==> src/design/dhpsg_pkg.sv <==
package dhpsg_pkg;

    localparam int CFG_IDX_BITS  = 2;
    localparam int CFG_DATA_BITS = 16;
    localparam int THR_BITS      = 12;
    localparam int LIMIT_BITS    = 8;
    localparam int RELEASE_BITS  = 16;
    localparam int RANGE_BITS    = 7;
    localparam int SCAN_AGE_BITS = 9;
    localparam int TABLE_BITS    = 25;

    localparam logic [CFG_IDX_BITS-1:0] CFG_HIT_THRESHOLD = 2'd0;
    localparam logic [CFG_IDX_BITS-1:0] CFG_SCAN_LIMIT    = 2'd1;
    localparam logic [CFG_IDX_BITS-1:0] CFG_RELEASE       = 2'd2;
    localparam logic [CFG_IDX_BITS-1:0] CFG_RANGE         = 2'd3;

    localparam logic [THR_BITS-1:0]     RST_HIT_THRESHOLD = 12'd100;
    localparam logic [LIMIT_BITS-1:0]   RST_SCAN_LIMIT    = 8'd20;
    localparam logic [RELEASE_BITS-1:0] RST_RELEASE       = 16'd444;
    localparam logic [RANGE_BITS-1:0]   RST_RANGE         = 7'd12;

    localparam logic [SCAN_AGE_BITS-1:0] SCAN_AGE_MAX = '1;
    localparam logic [RELEASE_BITS-1:0]  RAMP_AGE_MAX = '1;

    typedef enum logic [2:0] {
        S_IDLE,
        S_UPDATE,
        S_EVAL,
        S_DIV,
        S_OUT
    } t_state;

    // 2^(-r/6) in Q24
    function automatic logic [TABLE_BITS-1:0] frac_q24(input logic [2:0] r);
        logic [TABLE_BITS-1:0] v;
        unique case (r)
            3'd0:    v = 25'd16777216;
            3'd1:    v = 25'd14946800;
            3'd2:    v = 25'd13316085;
            3'd3:    v = 25'd11863283;
            3'd4:    v = 25'd10568984;
            3'd5:    v = 25'd9415894;
            default: v = '0;
        endcase
        return v;
    endfunction

    // floor gain 2^(-range/6) at frac_bits fraction bits, rounded half up
    function automatic logic [TABLE_BITS-1:0] floor_from_range(
        input logic [RANGE_BITS-1:0] range,
        input int unsigned           frac_bits
    );
        logic [12:0]           prod;
        logic [4:0]            q;
        logic [7:0]            q6;
        logic [2:0]            r;
        logic [5:0]            s;
        logic [TABLE_BITS-1:0] t;
        logic [TABLE_BITS:0]   sum;
        // range * 43 / 256 equals range / 6 for every 7-bit range
        prod = 13'(range) * 13'd43;
        q    = prod[12:8];
        q6   = 8'(q) * 8'd6;
        r    = 3'(8'(range) - q6);
        s    = 6'(24 - frac_bits) + 6'(q);
        t    = frac_q24(r);
        if (s == 6'd0) begin
            return t;
        end
        sum = {1'b0, t} + ((TABLE_BITS+1)'(1) << (s - 6'd1));
        return TABLE_BITS'(sum >> s);
    endfunction

endpackage

==> src/design/drum_hit_peak_scan_gate_unit.sv <==
// Drum hit scan gate. Each transaction is a piezo sample or a 1 ms tick and
// yields one result: gate gain (Q1.GAIN_FRAC_BITS), ramp flag, fire flag and
// the peak of the current or last scan. One item is in flight at a time. An
// item passes through the update, eval and output states when the gain is the
// floor, and through update, eval, division and output while the release
// ramp runs: the ramp gain comes from a radix-2 long division of
// ramp_age*(1-floor) by release_ms that consumes one bit of the span per
// cycle. The next item can be accepted in the cycle after the result is
// registered, while that result may still wait in the output register. The
// floor gain is worked out when range_db is written.
module drum_hit_peak_scan_gate_unit
    import dhpsg_pkg::*;
#(
    parameter int SAMPLE_BITS    = 12,
    parameter int GAIN_FRAC_BITS = 16
) (
    input  logic                         i_clk,
    input  logic                         i_rst_n,
    input  logic                         i_valid,
    output logic                         o_ready,
    input  logic                         i_cmd,
    input  logic [SAMPLE_BITS-1:0]       i_sample_value,
    output logic                         o_valid,
    input  logic                         i_ready,
    output logic [GAIN_FRAC_BITS:0]      o_gate_gain,
    output logic                         o_ramp_active,
    output logic                         o_fired,
    output logic [SAMPLE_BITS-1:0]       o_peak_level,
    input  logic                         i_cfg_we,
    input  logic [CFG_IDX_BITS-1:0]      i_cfg_index,
    input  logic [CFG_DATA_BITS-1:0]     i_cfg_wdata
);

    localparam int GW        = GAIN_FRAC_BITS + 1;
    localparam int DIV_STEPS = GAIN_FRAC_BITS + 1;
    localparam int CNT_W     = $clog2(DIV_STEPS);
    localparam logic [CNT_W-1:0] CNT_LAST = CNT_W'(DIV_STEPS - 1);
    localparam logic [GW-1:0]    GAIN_ONE = {1'b1, {GAIN_FRAC_BITS{1'b0}}};
    localparam logic [GW-1:0]    RST_FLOOR_CAND =
        GW'(floor_from_range(RST_RANGE, GAIN_FRAC_BITS));

    t_state r_state, n_state;

    logic [THR_BITS-1:0]      r_hit_threshold;
    logic [LIMIT_BITS-1:0]    r_scan_limit;
    logic [RELEASE_BITS-1:0]  r_release_ms;
    logic [GW-1:0]            r_floor_cand;

    logic                     r_cmd;
    logic [SAMPLE_BITS-1:0]   r_sample;

    logic                     r_scanning;
    logic [SCAN_AGE_BITS-1:0] r_scan_age;
    logic [SAMPLE_BITS-1:0]   r_peak_hold;
    logic                     r_ramp_on;
    logic [RELEASE_BITS-1:0]  r_ramp_age;
    logic [GW-1:0]            r_floor_gain;
    logic                     r_fired;

    logic [GW-1:0]            r_span;
    logic [RELEASE_BITS-1:0]  r_rem;
    logic [GW-1:0]            r_quot;
    logic [CNT_W-1:0]         r_cnt;
    logic [GW-1:0]            r_gain;

    logic                     r_out_valid;
    logic [GW-1:0]            r_out_gain;
    logic                     r_out_ramp;
    logic                     r_out_fired;
    logic [SAMPLE_BITS-1:0]   r_out_peak;

    logic                     w_accept;
    logic                     w_out_free;
    logic                     w_load_out;
    logic                     w_ramp_run;
    logic                     w_div_last;
    logic [SAMPLE_BITS-1:0]   w_thr;
    logic                     w_qualify;
    logic [SCAN_AGE_BITS-1:0] w_age_eff;
    logic [SAMPLE_BITS-1:0]   w_peak_eff;
    logic                     w_fire;
    logic [RELEASE_BITS+1:0]  w_trial;
    logic [RELEASE_BITS+1:0]  w_rel1;
    logic [RELEASE_BITS+1:0]  w_rel2;
    logic [RELEASE_BITS-1:0]  n_rem;
    logic [1:0]               w_digit;
    logic [GW-1:0]            n_quot;

    assign w_out_free = !r_out_valid || i_ready;
    assign w_accept   = i_valid && o_ready;
    assign w_ramp_run = r_ramp_on && (r_ramp_age < r_release_ms);
    assign w_div_last = (r_cnt == CNT_LAST);

    // next state
    always_comb begin
        n_state = r_state;
        unique case (r_state)
            S_IDLE:   if (i_valid) n_state = S_UPDATE;
            S_UPDATE: n_state = S_EVAL;
            S_EVAL:   n_state = w_ramp_run ? S_DIV : S_OUT;
            S_DIV:    if (w_div_last) n_state = S_OUT;
            S_OUT:    if (w_out_free) n_state = S_IDLE;
            default:  n_state = S_IDLE;
        endcase
    end

    // state outputs
    always_comb begin
        o_ready    = 1'b0;
        w_load_out = 1'b0;
        unique case (r_state)
            S_IDLE:  o_ready    = 1'b1;
            S_OUT:   w_load_out = w_out_free;
            default: begin
                o_ready    = 1'b0;
                w_load_out = 1'b0;
            end
        endcase
    end

    // scan and fire decision for the latched sample
    always_comb begin
        w_thr      = SAMPLE_BITS'(r_hit_threshold);
        w_qualify  = !r_cmd && (r_sample >= w_thr);
        w_age_eff  = r_scanning ? r_scan_age : '0;
        w_peak_eff = r_scanning ? r_peak_hold : r_sample;
        w_fire     = w_qualify && (w_age_eff > SCAN_AGE_BITS'(r_scan_limit));
    end

    // one long-division step: remainder stays below release_ms, digit is 0..2
    always_comb begin
        w_rel1  = (RELEASE_BITS+2)'(r_release_ms);
        w_rel2  = {1'b0, r_release_ms, 1'b0};
        w_trial = {1'b0, r_rem, 1'b0}
                + (r_span[GW-1] ? (RELEASE_BITS+2)'(r_ramp_age) : '0);
        priority if (w_trial >= w_rel2) begin
            n_rem   = RELEASE_BITS'(w_trial - w_rel2);
            w_digit = 2'd2;
        end else if (w_trial >= w_rel1) begin
            n_rem   = RELEASE_BITS'(w_trial - w_rel1);
            w_digit = 2'd1;
        end else begin
            n_rem   = RELEASE_BITS'(w_trial);
            w_digit = 2'd0;
        end
        n_quot = GW'({r_quot, 1'b0} + (GW+1)'(w_digit));
    end

    always_ff @(posedge i_clk) begin
        if (!i_rst_n) begin
            r_state         <= S_IDLE;
            r_hit_threshold <= RST_HIT_THRESHOLD;
            r_scan_limit    <= RST_SCAN_LIMIT;
            r_release_ms    <= RST_RELEASE;
            r_floor_cand    <= RST_FLOOR_CAND;
            r_scanning      <= 1'b0;
            r_scan_age      <= '0;
            r_peak_hold     <= '0;
            r_ramp_on       <= 1'b0;
            r_ramp_age      <= '0;
            r_floor_gain    <= '0;
            r_fired         <= 1'b0;
            r_out_valid     <= 1'b0;
        end else begin
            r_state <= n_state;

            if (i_cfg_we) begin
                unique case (i_cfg_index)
                    CFG_HIT_THRESHOLD: r_hit_threshold <= i_cfg_wdata[THR_BITS-1:0];
                    CFG_SCAN_LIMIT:    r_scan_limit    <= i_cfg_wdata[LIMIT_BITS-1:0];
                    CFG_RELEASE:       r_release_ms    <= i_cfg_wdata[RELEASE_BITS-1:0];
                    CFG_RANGE:         r_floor_cand    <= GW'(floor_from_range(
                                           i_cfg_wdata[RANGE_BITS-1:0], GAIN_FRAC_BITS));
                    default: ;
                endcase
            end

            if (r_state == S_UPDATE) begin
                r_fired <= w_fire;
                if (r_cmd) begin
                    if (r_scanning && r_scan_age != SCAN_AGE_MAX) begin
                        r_scan_age <= r_scan_age + 1'b1;
                    end
                    if (r_ramp_on && r_ramp_age != RAMP_AGE_MAX) begin
                        r_ramp_age <= r_ramp_age + 1'b1;
                    end
                end else if (w_qualify) begin
                    r_scan_age <= w_age_eff;
                    if (w_fire) begin
                        // firing sample leaves the peak alone
                        r_scanning   <= 1'b0;
                        r_peak_hold  <= w_peak_eff;
                        r_ramp_on    <= 1'b1;
                        r_ramp_age   <= '0;
                        r_floor_gain <= r_floor_cand;
                    end else begin
                        r_scanning  <= 1'b1;
                        r_peak_hold <= (r_sample > w_peak_eff) ? r_sample : w_peak_eff;
                    end
                end
            end

            if (r_state == S_EVAL && !w_ramp_run) begin
                r_ramp_on <= 1'b0;
            end

            if (w_load_out) begin
                r_out_valid <= 1'b1;
            end else if (i_ready) begin
                r_out_valid <= 1'b0;
            end
        end
    end

    // datapath, no reset needed
    always_ff @(posedge i_clk) begin
        if (w_accept) begin
            r_cmd    <= i_cmd;
            r_sample <= i_sample_value;
        end
        if (r_state == S_EVAL) begin
            r_span <= GAIN_ONE - r_floor_gain;
            r_rem  <= '0;
            r_quot <= '0;
            r_cnt  <= '0;
            r_gain <= r_floor_gain;
        end
        if (r_state == S_DIV) begin
            r_span <= {r_span[GW-2:0], 1'b0};
            r_rem  <= n_rem;
            r_quot <= n_quot;
            r_cnt  <= r_cnt + 1'b1;
            if (w_div_last) begin
                r_gain <= GAIN_ONE - n_quot;
            end
        end
        if (w_load_out) begin
            r_out_gain  <= r_gain;
            r_out_ramp  <= r_ramp_on;
            r_out_fired <= r_fired;
            r_out_peak  <= r_peak_hold;
        end
    end

    assign o_valid       = r_out_valid;
    assign o_gate_gain   = r_out_gain;
    assign o_ramp_active = r_out_ramp;
    assign o_fired       = r_out_fired;
    assign o_peak_level  = r_out_peak;

    a_rem_bound: assert property (@(posedge i_clk) disable iff (!i_rst_n)
        (r_state == S_DIV) |-> (r_rem < r_release_ms))
        else $error("division remainder out of range");

    a_div_ramp: assert property (@(posedge i_clk) disable iff (!i_rst_n)
        (r_state == S_DIV) |-> r_ramp_on)
        else $error("division running without an active ramp");

    a_gain_floor: assert property (@(posedge i_clk) disable iff (!i_rst_n)
        (r_state == S_DIV && w_div_last) |=> (r_gain >= r_floor_gain))
        else $error("ramp gain below floor");

    a_fire_state: assert property (@(posedge i_clk) disable iff (!i_rst_n)
        (r_state == S_EVAL && r_fired) |->
            (r_ramp_on && r_ramp_age == '0 && !r_scanning))
        else $error("fire did not restart ramp and close scan");

endmodule

==> config.mk <==
export PLATFORM = sky130hd
export DESIGN_NAME = drum_hit_peak_scan_gate_unit
export DESIGN_NICKNAME = d
export VERILOG_FILES = /design/src/design/dhpsg_pkg.sv /design/src/design/drum_hit_peak_scan_gate_unit.sv
export SDC_FILE = /design/constraint.sdc
export NUM_CORES = 1
export LEC_CHECK = 0
export BUFFER_PORTS_ARGS = -buffer_cell sky130_fd_sc_hd__buf_2
export CORE_UTILIZATION = 65
export CTS_BUF_LIST = sky130_fd_sc_hd__clkbuf_4
export CTS_CLUSTER_DIAMETER = 40
export CTS_CLUSTER_SIZE = 12
export DETAILED_ROUTE_END_ITERATION = 10
export PLACE_DENSITY = 0.87
export SYNTH_ARGS = -nofsm -noshare
export SYNTH_HDL_FRONTEND = slang
export SYNTH_SLANG_ARGS = --single-unit
export TNS_END_PERCENT = 10
==> constraint.sdc <==
create_clock -name i_clk -period 11.95 [get_ports i_clk]
set_input_delay 2.39 -clock i_clk [delete_from_list [all_inputs] [get_ports i_clk]]
set_output_delay 2.39 -clock i_clk [all_outputs]
set_load 0.02 [all_outputs]
Word-level counts from Yosys, hierarchy flattened
Index checks and enable logic that the tools add are counted.
{"block": "word_totals", "reg_bits": 229, "output_inout_bits": 33, "elab_cells": 146, "inputBits": 36}
{"block": "classes", "shift": 2, "magnitude_cmp": 6, "n_addsub": 13, "multipliers": 2, "n_eq_ne": 20, "n_reduce_logical": 29, "n_mux": 47, "bitwise_logic": 2}
{"op": "16-bit two-way mux", "n": 11}
{"op": "25-bit case mux with 6 select lines", "n": 1}
{"op": "17-bit two-way mux", "n": 7}
{"op": "25-bit two-way mux", "n": 3}
{"op": "12-bit two-way mux", "n": 3}
{"op": "9-bit two-way mux", "n": 4}
{"op": "17-bit subtractor (first input constant)", "n": 2}
{"op": "16-bit subtractor", "n": 2}
{"op": "25-bit by 26-bit adder with 26-bit output", "n": 1}
{"op": "1-bit by 6-bit left shift with 26-bit output (first input constant)", "n": 1}
{"op": "26-bit by 6-bit right shift with 17-bit output", "n": 1}
{"op": "17-bit by 16-bit adder with 18-bit output", "n": 1}
{"op": "18-bit by 16-bit greater-or-equal comparator with 1-bit output", "n": 1}
{"op": "18-bit by 17-bit greater-or-equal comparator with 1-bit output", "n": 1}
{"op": "17-bit by 2-bit adder with 17-bit output", "n": 1}
{"op": "16-bit by 1-bit adder with 16-bit output (second input constant)", "n": 1}
{"op": "16-bit < comparator", "n": 1}
{"op": "16-bit != test (second input constant)", "n": 1}
{"op": "3-bit case mux with 5 select lines", "n": 1}
{"op": "7-bit by 6-bit multiplier with 13-bit output (second input constant)", "n": 1}
{"op": "3-bit by 2-bit equality test with 1-bit output (second input constant)", "n": 4}
{"op": "12-bit greater-or-equal comparator", "n": 1}
{"op": "12-bit > comparator", "n": 1}
{"op": "3-bit two-way mux", "n": 4}
{"op": "30 further kinds", "n": 66}

Logic depth before layout (Yosys ltp)
Gate-level depths: netlist of the first run.
{"block": "depth", "depth_word": 11, "ltp_mapped": 36, "ltp_nobuf": 33}

Worst setup path after synthesis of the first run
OpenSTA, ideal clock, no wires.
{"block": "synth_timing", "path_kind": "input-to-reg", "startpoint": "input i_cfg_wdata[2]", "endpoint": "register r_floor_cand[13]", "cell_stages": 28, "setup_ns": 0.119, "t_required_ns": 11.831, "path_slack_ns": 2.253, "arrival_ns": 9.579, "n_path_buf": 2, "cell_sequence": "ha_1 fa_1 inv_1 fa_1 inv_1 ha_1 or2_2 a21o_1 o21ai_0 clkbuf_1 ha_1 xnor3_2 or2_2 clkbuf_1 o21ai_0 ha_1 a21oi_1 o21ai_1 nor2b_1 a221o_1 or4_1 o211ai_1 a211oi_2 a211oi_1 a221o_1 o22a_1 nor2_1 o221a_1"}
{"block": "synth_via", "elab_chain_cells": 11, "elab_cells_between_ends": 25, "classes_between": "add/sub: 4; mul: 2; eq/ne: 5; shift: 2; mux: 10; reduce/logical: 2"}
{"item": "start, declared", "line_no": "drum_hit_peak_scan_gate_unit.sv:31", "text": "input logic [CFG_DATA_BITS-1:0] i_cfg_wdata"}
{"item": "7-bit by 6-bit multiplier with 13-bit output", "line_no": "dhpsg_pkg.sv:61", "text": "prod = 13'(range) * 13'd43;"}
{"item": "5-bit by 2-bit multiplier with 2-bit output", "line_no": "dhpsg_pkg.sv:63", "text": "q6 = 8'(q) * 8'd6;"}
{"item": "3-bit subtractor", "line_no": "dhpsg_pkg.sv:64", "text": "r = 3'(8'(range) - q6);"}
{"item": "3-bit equality test (tied with other cells)", "line_no": "dhpsg_pkg.sv:36", "text": "unique case (r)"}
{"item": "25-bit case mux with 6 select lines", "line_no": "dhpsg_pkg.sv:36"}
{"item": "25-bit two-way mux", "line_no": "drum_hit_peak_scan_gate_unit.sv:168", "text": "unique case (i_cfg_index)"}
{"item": "25-bit two-way mux", "line_no": "drum_hit_peak_scan_gate_unit.sv:167", "text": "if (i_cfg_we) begin"}
{"item": "25-bit two-way mux", "line_no": "drum_hit_peak_scan_gate_unit.sv:150", "text": "if (!i_rst_n) begin"}
{"item": "25-bit by 26-bit adder with 26-bit output", "line_no": "dhpsg_pkg.sv:70", "text": "sum = {1'b0, t} + ((TABLE_BITS+1)'(1) << (s - 6'd1));"}
{"item": "26-bit by 6-bit right shift with 17-bit output", "line_no": "dhpsg_pkg.sv:71", "text": "return TABLE_BITS'(sum >> s);"}
{"item": "17-bit two-way mux (*)", "line_no": "dhpsg_pkg.sv:70"}
{"item": "end signal, assigned", "line_no": "drum_hit_peak_scan_gate_unit.sv:172", "text": "CFG_RANGE: r_floor_cand <= GW'(floor_from_range("}
{"item": "end, declared", "line_no": "drum_hit_peak_scan_gate_unit.sv:47", "text": "logic [GW-1:0] r_floor_cand;"}
Mark *: on every way between the ends. The rest lies on a longest branch, timed or not. The select of a mux whose other input is x is not followed.
A chain may end at the register's enable or synchronous reset.

Worst setup path after layout of the first run
{"block": "layout_timing", "startpoint": "input i_cfg_wdata[2]", "endpoint": "register r_floor_cand[1]"}
Same word-level chain as after synthesis.

==> results of run 1 <==
==> synth_stat cells (5+ instances only) <==
cell / number
a22oi_1: 5
nor3_1: 46
nand4_1: 26
o21a_1: 19
nor2_1: 242
or2_2: 10
mux2i_1: 70
o21ai_1: 7
o31ai_1: 17
a211o_1: 15
nand3b_1: 5
nand2b_1: 22
inv_1: 105
and2_1: 36
ha_1: 162
a31oi_1: 13
o22ai_1: 9
clkbuf_1: 74
o221a_2: 7
mux2_2: 8
nand3_1: 58
dfxtp_1: 132
or3_1: 20
nor4_1: 8
or4_1: 11
a221oi_1: 7
xor2_1: 47
o221ai_1: 6
a211oi_1: 17
xnor2_1: 53
and3_1: 22
fa_1: 9
o21ai_0: 72
o21bai_1: 10
edfxtp_1: 97
nor2b_1: 17
a21o_1: 34
o211a_1: 5
a21boi_0: 6
a21oi_1: 168
nand2_1: 195
o211ai_1: 18
==> area by class of cell <==
type	count	area, µm²
Antenna cell	1	2.50
Clock buffer	39	293
Clock inverter	17	206
Fill cell	2030	7420
Inverter	108	405
Multi-Input combinational cell	1581	10700
Sequential cell	229	5560
Tap cell	330	413
Timing Repair Buffer	83	453
==> worst max-delay path: cells and delay by family <==
kind                       cells  cell delay, ns
AOI/OAI and AO/OA             16            4.08
xor gates and xnor gates       1            0.55
muxes                          1            0.10
adders and majority gates      6            2.44
and+or+nand+nor                3            0.57
buffers and inverters          3            0.27
==> where the power goes <==
part	total (mW)	switching, mW	leakage (nW)	internal (mW)
Sequential	0.858	0.0175	1.98	0.840
Combinational	1.63	1.08	5.16	0.550
Clock	0.542	0.292	0.287	0.251
Total	3.03	1.39	7.43	1.64
==> how the worst max path moves through the flow <==
stage	from	endpoint	slack (ns)	depth (start not counted)
2_1_floorplan	i_cfg_wdata[2]	r_floor_cand[13]	2.25	28
3_3_place_gp	i_cfg_wdata[1]	r_floor_cand[1]	1.79	30
3_5_place_dp	i_cfg_wdata[2]	r_floor_cand[1]	1.62	30
4_1_cts	i_cfg_wdata[2]	r_floor_cand[5]	2.33	30
5_1_grt	i_cfg_wdata[2]	r_floor_cand[1]	1.58	30
6_report	i_cfg_wdata[2]	r_floor_cand[1]	2.12	30
==> metal layers <==
layer | global-route usage [%] | up-vias | routed length [µm]
met4 | 11.7 | 0 | 1380
li1 | - | 7295 | -
met1 | 45.8 | 7265 | 19200
met5 | 0 | - | 0
met3 | 4.09 | 106 | 3610
met2 | 57.8 | 688 | 21300
==> per-stage QoR <==
| step | cell area, µm² | setup WS [ns] |
|---|---|---|
| 3_5_place_dp | 17500 | 1.62 |
| 2_1_floorplan | 16900 | 2.25 |
| 3_3_place_gp | 17500 | 1.79 |
| 4_1_cts | 18000 | 2.33 |
| 5_1_grt | 18000 | 1.58 |
| 6_report | 18000 | 2.12 |
==> flip-flops by register name (all words and copies together), names as in the netlist, 3 cells and up <==
name and flops:
r_peak_hold 12, r_sample 12, r_state 3, r_ramp_age 16, r_hit_threshold 12, r_release_ms 16
r_gain 17, r_scan_age 9, r_floor_cand 17, o_peak_level 12, r_rem 16, o_gate_gain 17
r_cnt 5, r_quot 16, r_span 17, r_scan_limit 8, r_floor_gain 17
==> kinds of logic (layout without fill, tap and decap cells) <==
| logic type | count (synthesis) | count (layout) | synth area share [%] |
|---|---|---|---|
| AO/OA/AOI/OAI | 492 | 492 | 19.1 |
| XOR/XNOR | 104 | 104 | 5.60 |
| adder cells (fa/ha/maj) | 171 | 171 | 13.0 |
| AND/OR/NAND/NOR | 735 | 735 | 20.4 |
| buffers and inverters | 192 | 247 | 4.37 |
| multiplexers | 79 | 79 | 4.73 |
| flip-flops | 229 | 229 | 32.8 |
| other | 0 | 1 | 0 |
==> out/summary.md, run 1 <==
The run gives 0 as the final number of hold-violating endpoints. At the worst endpoint, the required time is 12.50 ns. CTS placed an instance of clkbuf_4 at the clock tree root.

Pin placement for this block handled 69 I/O pins. Of the post-synthesis cell area, the dominant cell type holds 17.2%. The count of TritonRoute iterations in the first routing pass came out at 6. The tools report the via count of the first global-routing pass as 14500. Counting cells, the worst reg-to-reg path comes to 33.

For the total standard cell area after synthesis, the log shows 16900 µm². The predominant post-synthesis flop cell was dfxtp_1. The leakage component of the power is 7.43 nW.

The tightest min-delay check is of the reg -> reg type. The startpoint identified for the worst register-to-register timing path is r_span[16]. Yosys attributes the largest share of cell area to edfxtp_1 17%, dfxtp_1 16%, ha_1 12%.

The post-route setup TNS was 0 ns. Class of the most critical setup path: in -> reg. Final non-filler cell total: 2388.

The congestion estimate from routability-driven global placement came to 1.05. The area of the die is 26700 µm², and the remaining antenna violation count is 0. Including well taps, the total number of placed cells is 2331. TritonCTS built the clock tree. The clock-pin slew of the registers on the worst-case setup and hold paths is 0.12 ns. Setup violations remaining at the end of the flow were counted as 0. The remaining routing DRC violations is 0, and the slew at the pin closest to its max-slew limit is 1.31 ns. The logs give 0 for the post-CTS setup repair buffer count and 92 for the count of distinct cell types in the synthesized netlist. Leaving out fill and tap cells, the most frequent cells in the layout are 241 x nor2_1, 195 x nand2_1, 168 x a21oi_1. The tools report the total power after layout as 3.03 mW.

The area growth from synthesis to layout is 6.16%. The flow ran to the end, and the final reports show no timing, DRC or antenna violations. The die boundary width works out to 163 µm. Summed over all nets, the half-perimeter wirelength after detailed placement is 34500 µm. The run gives 0 as the final-report max-slew violation count.

Wires add up to 45500 µm. The worst register-to-register path ends at r_gain[16]. Clock buffer count from CTS: 30. The via-per-instance ratio was 6.43. Leaving out fill and tap cells, the most frequent cell in the layout is nor2_1.

The fraction of the core area covered by cells at the end of the flow was 70.8%; the total global routing track utilization was 34.5%. The initial utilization of the core area, before any placement, comes to 66.7%. The most common cell type on the critical path is ha_1.

The Yosys step of the flow raised 0 warnings. The fraction of synthesis flops using an asynchronous set or reset pin is 0%, and the placeable core region is 25400 µm². The later pin in the worst-skew pair is clocked with a latency of 0.73 ns. Data arrives at the worst endpoint at 10.38 ns. The logs give 4.09 ns for the minimum setup slack among reg-to-reg paths and 1 for the maximum level of the CTS H-tree.

The cell with the largest stage delay on the worst path is a2111oi_0. The tools report the total congestion overflow as 0. Measured against its own limit, the worst slew margin works out to 11.9%. In this run, synthesis inferred 97 flip-flops with an integrated enable. The floorplan die height was 163 µm; the power density over the cells was 169 nW/µm². The worst setup path is launched from an input port.

Across the VDD grid, the largest voltage drop is 0.000164 V. Timing would allow up to 0.102 GHz. The worst hold path was traced through 0 stages. Dividing the synthesized area by the synthesized cell count gives 8.46 µm². The flip-flop and latch count after synthesis is 229, and the per-cell routed wire length is 19.1 µm. The post-route clock period utilization was 82.3%. The number of placement rows came out at 58. Shortest period the worst path allows: 9.83 ns. The run gives 2002 as the number of instances in the synthesized netlist.

The proportion of layout cells with a drive suffix above 1 is 9.29%. For this design, the sink count on the clock tree is 229. The first global-routing pass estimated 74000 µm of wire.

The initial antenna violation count came out at 1. In this run the worst path has a maximum fanout of 14. Counting every net in the synthesized netlist gives 2209. The largest total area in the synthesized netlist belongs to edfxtp_1. The DRC marker count from the first detailed-route iteration is 1566, and the count of cells resized by post-cts repair is 0. In this run the most critical hold path is launched from r_gain[7]. After clock tree synthesis, the flow added hold-fix buffers numbering 0. Across the run, the number of max-cap violations was 0. The maximum cell stage delay along the critical path was 0.57 ns.

The final layout contains 2240 nets. STA classifies the critical path endpoint as a flop. For hold timing, the worst endpoint is o_gate_gain[7]. Summing over every cut layer, the via total after detailed routing is 15400. The tools report the largest net degree at the start of global routing as 70. Setup repair after global routing left no endpoint under its margin. The hold slack is 0.443 ns, and the number of buffers on the longest clock path is 3. Input and output buffers added on the ports amount to 68. Worst-case clock skew: 0.0789 ns. For the sequential element share of the synthesized area, the log shows 32.8%.
Note: power is estimated with default switching activity, not from simulation.
==> run 2, diff against run 1 <==
--- a/config.mk
+++ b/config.mk
@@ -5,6 +5,7 @@
 export SDC_FILE = /design/constraint.sdc
 export NUM_CORES = 1
 export LEC_CHECK = 0
+export ABC_AREA = 1
 export BUFFER_PORTS_ARGS = -buffer_cell sky130_fd_sc_hd__buf_2
 export CORE_UTILIZATION = 65
 export CTS_BUF_LIST = sky130_fd_sc_hd__clkbuf_4
==> constraint.sdc (replaced) <==
create_clock -name i_clk -period 9.3 [get_ports i_clk]
set_input_delay 1.86 -clock i_clk [delete_from_list [all_inputs] [get_ports i_clk]]
set_output_delay 1.86 -clock i_clk [all_outputs]
set_load 0.02 [all_outputs]
==> out/summary.md, run 2 <==
In the routed layout, each cell is associated on average with a via count of 5.97. Summing all flip-flop and latch instances after layout gives 5560 µm². Across every metal layer, demand over resource in global routing totals 36.3%. Slew at the pin closest to its max-slew limit: 1.09 ns. The clock network accounts for 15.1% of the total power. Summing all multi-input logic gate instances after layout gives 9690 µm². The fraction of synthesis flops using an asynchronous set or reset pin is 0%. For the portion of total power attributed to sequential cells, the log shows 31.2%. The smallest clock period supported by the final layout is computed as 8.58 ns. The remaining routing DRC violations is 0, and the synthesis-to-layout area growth is 6.57%.

The worst register-to-register path begins at r_span[16]. The last weighted congestion value of the routability-driven placer was 1.02. Summing internal, switching and leakage power gives 4.09 mW.

Counting instances, the worst hold path has a depth of 0. The average instance in the mapped netlist occupies 7.35 µm². The tools report the count of distinct cell types in the synthesized netlist as 60. The worst hold path terminates at o_gate_gain[0]. The tools report the clock buffer count from CTS as 30. Measured in cells, the most critical reg-to-reg path has a length of 44.

The count of pins on the block boundary was 69. The total buffers and inverters traversed by the critical path came out at 7. The number of buffers added on ports was 68.

The analysis attributes to net switching a power of 1.99 mW. In this run the core area contains 58 standard-cell rows. Max-cap violations in this run came to 0. In this run the worst path has a maximum fanout of 20. The remaining antenna violation count was 0. The post-synthesis cell type with the largest combined area is edfxtp_1. Number of instances in the synthesized netlist: 2282. The top cell family by delay on the critical path is adder cells.

The count of cells resized by post-cts repair is 0. The tools report the initial antenna violation count as 1. The critical path arrival came out at 9.18 ns. The tools report the maximum level of the CTS H-tree as 1.

Sorting the synthesized cells by area gives the leading types as edfxtp_1 17%, dfxtp_1 16%, ha_1 12%. In the final routed layout, each cell accounts on average for 17.8 µm. For this design, the slowest cell found on the critical path is a2111oi_0. Category of the worst setup path capture point: a flop. For this run, the detailed router's first-pass iteration total came to 6. STA classifies the critical path startpoint as an input port. TritonCTS built the clock tree. The flow ran to the end, and the final reports show no timing, DRC or antenna violations. The tools report the required time of the critical path as 9.90 ns. Across the VDD grid, the largest voltage drop is 0.000156 V.

The die covers 26500 µm². The worst-case clock skew came out at 0.0929 ns. Summed over all layers, the routed wires come to 48100 µm. Leaving out fill and tap cells, the most frequent cell in the layout is nand2_1.

The most instantiated library cell after synthesis was nand2_1. The final-report max-slew violation count was 0. The number of enable flip-flop cells after synthesis is 97. The clock passes through at most 3 buffers. The total overflow left after global routing is 0. Measured against its own limit, the worst slew margin works out to 27.0%.

The total of endpoints with negative setup slack in the final report was 0. In the finished design, the share of the clock period the worst path needs comes to 92.3%. The tools report the via count of the first global-routing pass as 15300.

For this run, the top clock speed supported by timing is 0.116 GHz. The tools report the final net count as 2545. The run gives 38100 µm as the HPWL after detailed placement.

The run gives 66.4% as the effective utilization at floorplan. Setup repair after global routing left no endpoint under its margin. For the final number of hold-violating endpoints, the log shows 0.

The count of yosys warnings during synthesis is 0, and the sequential element share of the synthesized area is 33.1%. The analysis attributes to cell leakage a power of 8.56 nW. The tools report the number of buffers inserted by hold repair at cts as 0. In this run the clock root is driven by a clkbuf_4.

For flop-to-flop paths, the worst setup slack is 1.60 ns. For the total standard cell area after synthesis, the log shows 16800 µm². After synthesis, the most frequently instantiated cells are 414 x nand2_1, 344 x inv_1, 219 x a21oi_1, 176 x nor2_1, 170 x o21ai_0. Clock-pin slew was measured on the worst setup and hold paths at 0.14 ns. The tools report the number of fill cells as 2116. Design internal power: 2.10 mW. Endpoint of the worst register-to-register path: r_gain[16]. The tools report the post-route setup TNS as 0 ns. For this run, the leading register cell type out of synthesis is dfxtp_1. The logs give 79 for the largest net degree at the start of global routing and 0 for the post-CTS setup repair buffer count. The total via count in the routed design was 16100; the maximum cell stage delay along the critical path was 0.55 ns.

Floorplan die height: 163 µm. The startpoint of the worst hold path is r_gain[0]. For the worst-skew pair, the clock arrives at the later sink with an insertion delay of 0.76 ns. In this run, the combinational gates consume 53.7% of the power. In the layout the commonest cells are 414 x nand2_1, 344 x inv_1, 219 x a21oi_1. Clock tree synthesis found a total of 229 sinks. The proportion of layout cells with a drive suffix above 1 is 8.98%, and the flip-flop and latch count after synthesis is 229.

Net switching is 48.6% of the power. The first global-routing pass estimated 76400 µm of wire. The share of the synthesized area in the top cell type is 17.4%. The power density over the cells works out to 229 nW/µm². By startpoint and endpoint, the worst setup path is classified as in -> reg.

The tools report the placeable core region as 25300 µm². The number of nets in the synthesized netlist is 2489. Worst min-delay path class: reg -> reg. The DRC marker count from the first detailed-route iteration was 1478.

The most common cell type on the critical path is nand2_1. The die is 163 µm wide.
## run 2: cell types whose count changed after synthesis, sizes merged, moves of 22 or more
cell,delta
a21o,-29
and3,-22
inv,+243
and2,-35
nor2,-57
mux2i,-59
nand2b,-22
nand2,+238
xnor2,-38
nand3,+106
clkbuf,-23
a21oi,+54
o21ai,+96
## run 2: stage by stage
stage | area, µm² | util [%] | hold WS [ns] | std cells | worst slack [ns]
after global routing | 17900 | 70.8 | 0.417 | 2693 | 0.0446
after global placement | 17400 | 69.1 | 0.410 | 2636 | 0.364
after CTS | 17900 | 70.8 | 0.403 | 2692 | 0.893
after detailed placement | 17400 | 69.1 | 0.416 | 2636 | 0.137
final | 17900 | 70.8 | 0.418 | 2693 | 0.715
after floorplan | 16800 | - | 0.403 | 2282 | 1.24
## run 2: cell type report
class / count / share of cell area, %
inverters: 352 / 7.39
multi-input cells: 1640 / 54.2
flip-flops and latches: 229 / 31.1
clock buffers: 36 / 1.51
diodes: 1 / 0.0140
clock inverters: 20 / 0.889
repair buffers: 85 / 2.62
well taps: 330 / 2.31
## run 2: cells by family after synthesis
family | synth area share, %
AOI/OAI and AO/OA | 17.5
xor gates and xnor gates | 3.39
adders and majority gates | 13.2
buffers and inverters | 9.30
DFF | 33.1
muxes | 0.656
and+or+nand+nor | 22.9
## run 2: worst max path at each step
stage	endpoint	cells after the start	slack, ns	from
final	r_floor_cand[9]	37	0.72	i_cfg_wdata[2]
after detailed placement	r_floor_cand[7]	38	0.14	i_cfg_wdata[2]
after global routing	r_floor_cand[9]	37	0.04	i_cfg_wdata[2]
after CTS	r_floor_cand[1]	37	0.89	i_cfg_wdata[2]
after global placement	r_floor_cand[16]	37	0.36	i_cfg_wdata[2]
after floorplan	r_floor_cand[16]	37	1.24	i_cfg_wdata[2]
## run 2: power by group through the flow
stage               Combinational (mW)  Clock (mW)  Sequential [mW]
floorplan                         1.58           0             1.27
global placement                  2.09           0             1.29
detailed placement                2.13           0             1.29
CTS                               2.14       0.626             1.27
global route                      2.42       0.668             1.29
finish                            2.19       0.619             1.27
## run 2: worst register-to-register path, delay by kind of cell (launching register included)
family	cells	cell delay (ns)
fa+ha+maj	5	1.42
flops	1	0.62
xor+xnor	2	0.49
simple gates	21	2.62
buf+inv	7	0.96
compound gates	9	1.56
## run 2: per-layer routing
| metal | vias to the layer above | track usage, % | share of wire [%] |
|---|---|---|---|
| met3 | 131 | 4.91 | 6.6 |
| met5 | - | 0 | 0 |
| li1 | 7806 | - | - |
| met1 | 7453 | 45.3 | 41 |
| met4 | 0 | 14.7 | 3.9 |
| met2 | 687 | 63.1 | 48 |
==> run 3, diff against run 2 <==
--- a/config.mk
+++ b/config.mk
@@ -5,13 +5,12 @@
 export SDC_FILE = /design/constraint.sdc
 export NUM_CORES = 1
 export LEC_CHECK = 0
-export ABC_AREA = 1
-export BUFFER_PORTS_ARGS = -buffer_cell sky130_fd_sc_hd__buf_2
-export CORE_UTILIZATION = 65
+export CORE_UTILIZATION = 67
 export CTS_BUF_LIST = sky130_fd_sc_hd__clkbuf_4
 export CTS_CLUSTER_DIAMETER = 40
 export CTS_CLUSTER_SIZE = 12
 export DETAILED_ROUTE_END_ITERATION = 10
+export DONT_BUFFER_PORTS = 1
 export PLACE_DENSITY = 0.87
 export SYNTH_ARGS = -nofsm -noshare
 export SYNTH_HDL_FRONTEND = slang
==> out/summary.md, run 3 (synthesis results as in run 1) <==
Along the worst path, the maximum fanout reaches 8. Setup repair after global routing left no endpoint under its margin. Setup violations remaining at the end of the flow were counted as 0. The max-capacitance violation count was 0; the worst-case clock skew was 0.0856 ns. Timing would allow up to 0.116 GHz. The tools report the first-pass GRT wire length as 73600 µm.

The cell count of the worst reg-to-reg path works out to 33. The slowest stage of the critical path belongs to the cell fa_1. The final route contains 15200 vias. The tools report the final number of hold-violating endpoints as 0. The run gives 69.0% as the effective utilization at floorplan.

The most common cell type on the critical path was ha_1. The run gives 9.20 ns as the critical path arrival. Summed over all cells, the static leakage comes to 7.21 nW.

The final net count is 2186, and the HPWL after detailed placement is 34900 µm. For the pin with the worst max-slew slack, the measured transition is 1.22 ns. The clock passes through at most 3 buffers. Power density over the cells: 220 nW/µm².

The tools report the count of pins on the block boundary as 69. In this run, post-CTS repair resized a total of 0 instances. For this run, the slowest stage of the critical path takes 0.53 ns.

The worst setup path is launched from an input port. In this run the worst hold path is classified as reg -> reg. For the worst-skew pair, the clock arrives at the later sink with an insertion delay of 0.77 ns. After clock tree synthesis, the flow added hold-fix buffers numbering 0. IR analysis of the VDD net gives a maximum drop of 0.000190 V. The critical path is of the in -> reg type.

Total global routing track utilization: 34.9%. In this run the remaining antenna-violating nets after routing total 0. The routed design could run at a clock period as short as 8.61 ns. The remaining routing DRC violations came out at 0. The congestion estimate from routability-driven global placement came to 1.04.

The clock-pin slew of the registers on the worst-case setup and hold paths came out at 0.12 ns. For the via count of the first global-routing pass, the log shows 14500. The worst setup path is captured at a flop. The area of the die is 25900 µm². The logs give 29 for the clock buffer count from CTS and 3.91 mW for the total power after layout. After layout, the worst setup slack is 0.688 ns. The run gives 1 as the initial antenna violation count.

TritonCTS built the clock tree. The final-report max-slew violation count is 0. The run finished with clean final reports. For the maximum level of the CTS H-tree, the log shows 1. Before antenna repair, the detailed router went through 6 iterations. For the post-CTS setup repair buffer count, the log shows 0. The total congestion overflow is 0.

The clock net in this run drives a total of 229 sinks. The floorplan step defined a core boundary enclosing 24500 µm². The final critical path takes up 92.6% of the cycle. Input and output buffers added on the ports amount to 0. Relative to the synthesized area, the layout overhead comes to 4.65%. The tree is rooted in a clkbuf_4. The routed design has 45900 µm of wire. Commonest non-fill, non-tap cell in the layout: nor2_1. At the worst endpoint, the required time is 9.88 ns. The DRC marker count from the first detailed-route iteration is 1589, and the number of placement rows is 57.

The die is 161 µm wide. The proportion of layout cells with a drive suffix above 1 was 6.79%. In the layout the commonest cells are 241 x nor2_1, 195 x nand2_1, 168 x a21oi_1.

Entering global routing, the biggest net connects 70 pins. For the post-route setup TNS, the log shows 0 ns. Worst hold path cell count: 0.

The per-cell routed wire length was 19.7 µm; the via-per-instance ratio was 6.53. From bottom edge to top edge, the die measures 161 µm. The logs give 18.1% for the worst slew margin relative to its limit and 0.0923 ns for the worst slack at placement.
## run 3: per-layer routing
metal  wire (µm)  up-vias  GRT usage (%)
met4        1370        0           10.5
li1            -     7200              -
met5           0        -              0
met1       19400     7145           46.6
met2       21200      714           58.7
met3        3870      143           5.11
## run 3: through the flow
stage                     cell area, µm²  utilization, %  hold slack (ns)  std cells
after floorplan                    16900               -            0.404       2002
after global placement             17200            70.3            0.415       2272
after detailed placement           17200            70.3            0.424       2272
after CTS                          17700            72.2            0.454       2326
after global routing               17700            72.3            0.461       2327
final                              17700            72.3            0.455       2327
## run 3: area by class of cell
type,count,area [µm²]
Antenna cell,1,2.50
Clock buffer,39,293
Clock inverter,15,185
Fill cell,1862,6810
Inverter,108,405
Multi-Input combinational cell,1581,10700
Sequential cell,229,5560
Tap cell,324,405
Timing Repair Buffer,30,225
## run 3: final timing paths
| check | endpoint | slack [ns] | start |
|---|---|---|---|
| setup reg to reg | r_gain[16] | 0.89 | r_span[16] |
| hold / removal | o_gate_gain[9] | 0.46 | r_gain[9] |
| setup / recovery | r_floor_cand[0] | 0.69 | i_cfg_wdata[2] |
| hold reg to reg | o_gate_gain[9] | 0.46 | r_gain[9] |
## run 3: where the power goes
group	leakage, nW	total, mW	internal (mW)	switching (mW)
combinational	4.96	2.12	0.753	1.37
sequential	1.98	1.11	1.08	0.0259
clock	0.271	0.680	0.297	0.383
## run 3: worst max-delay path: cells and delay by family
family	cells	cell delay, ns
compound gates	14	3.68
fa+ha+maj	6	2.11
simple gates	6	0.62
xor+xnor	2	0.45
buf+inv	3	0.28
mux	1	0.20
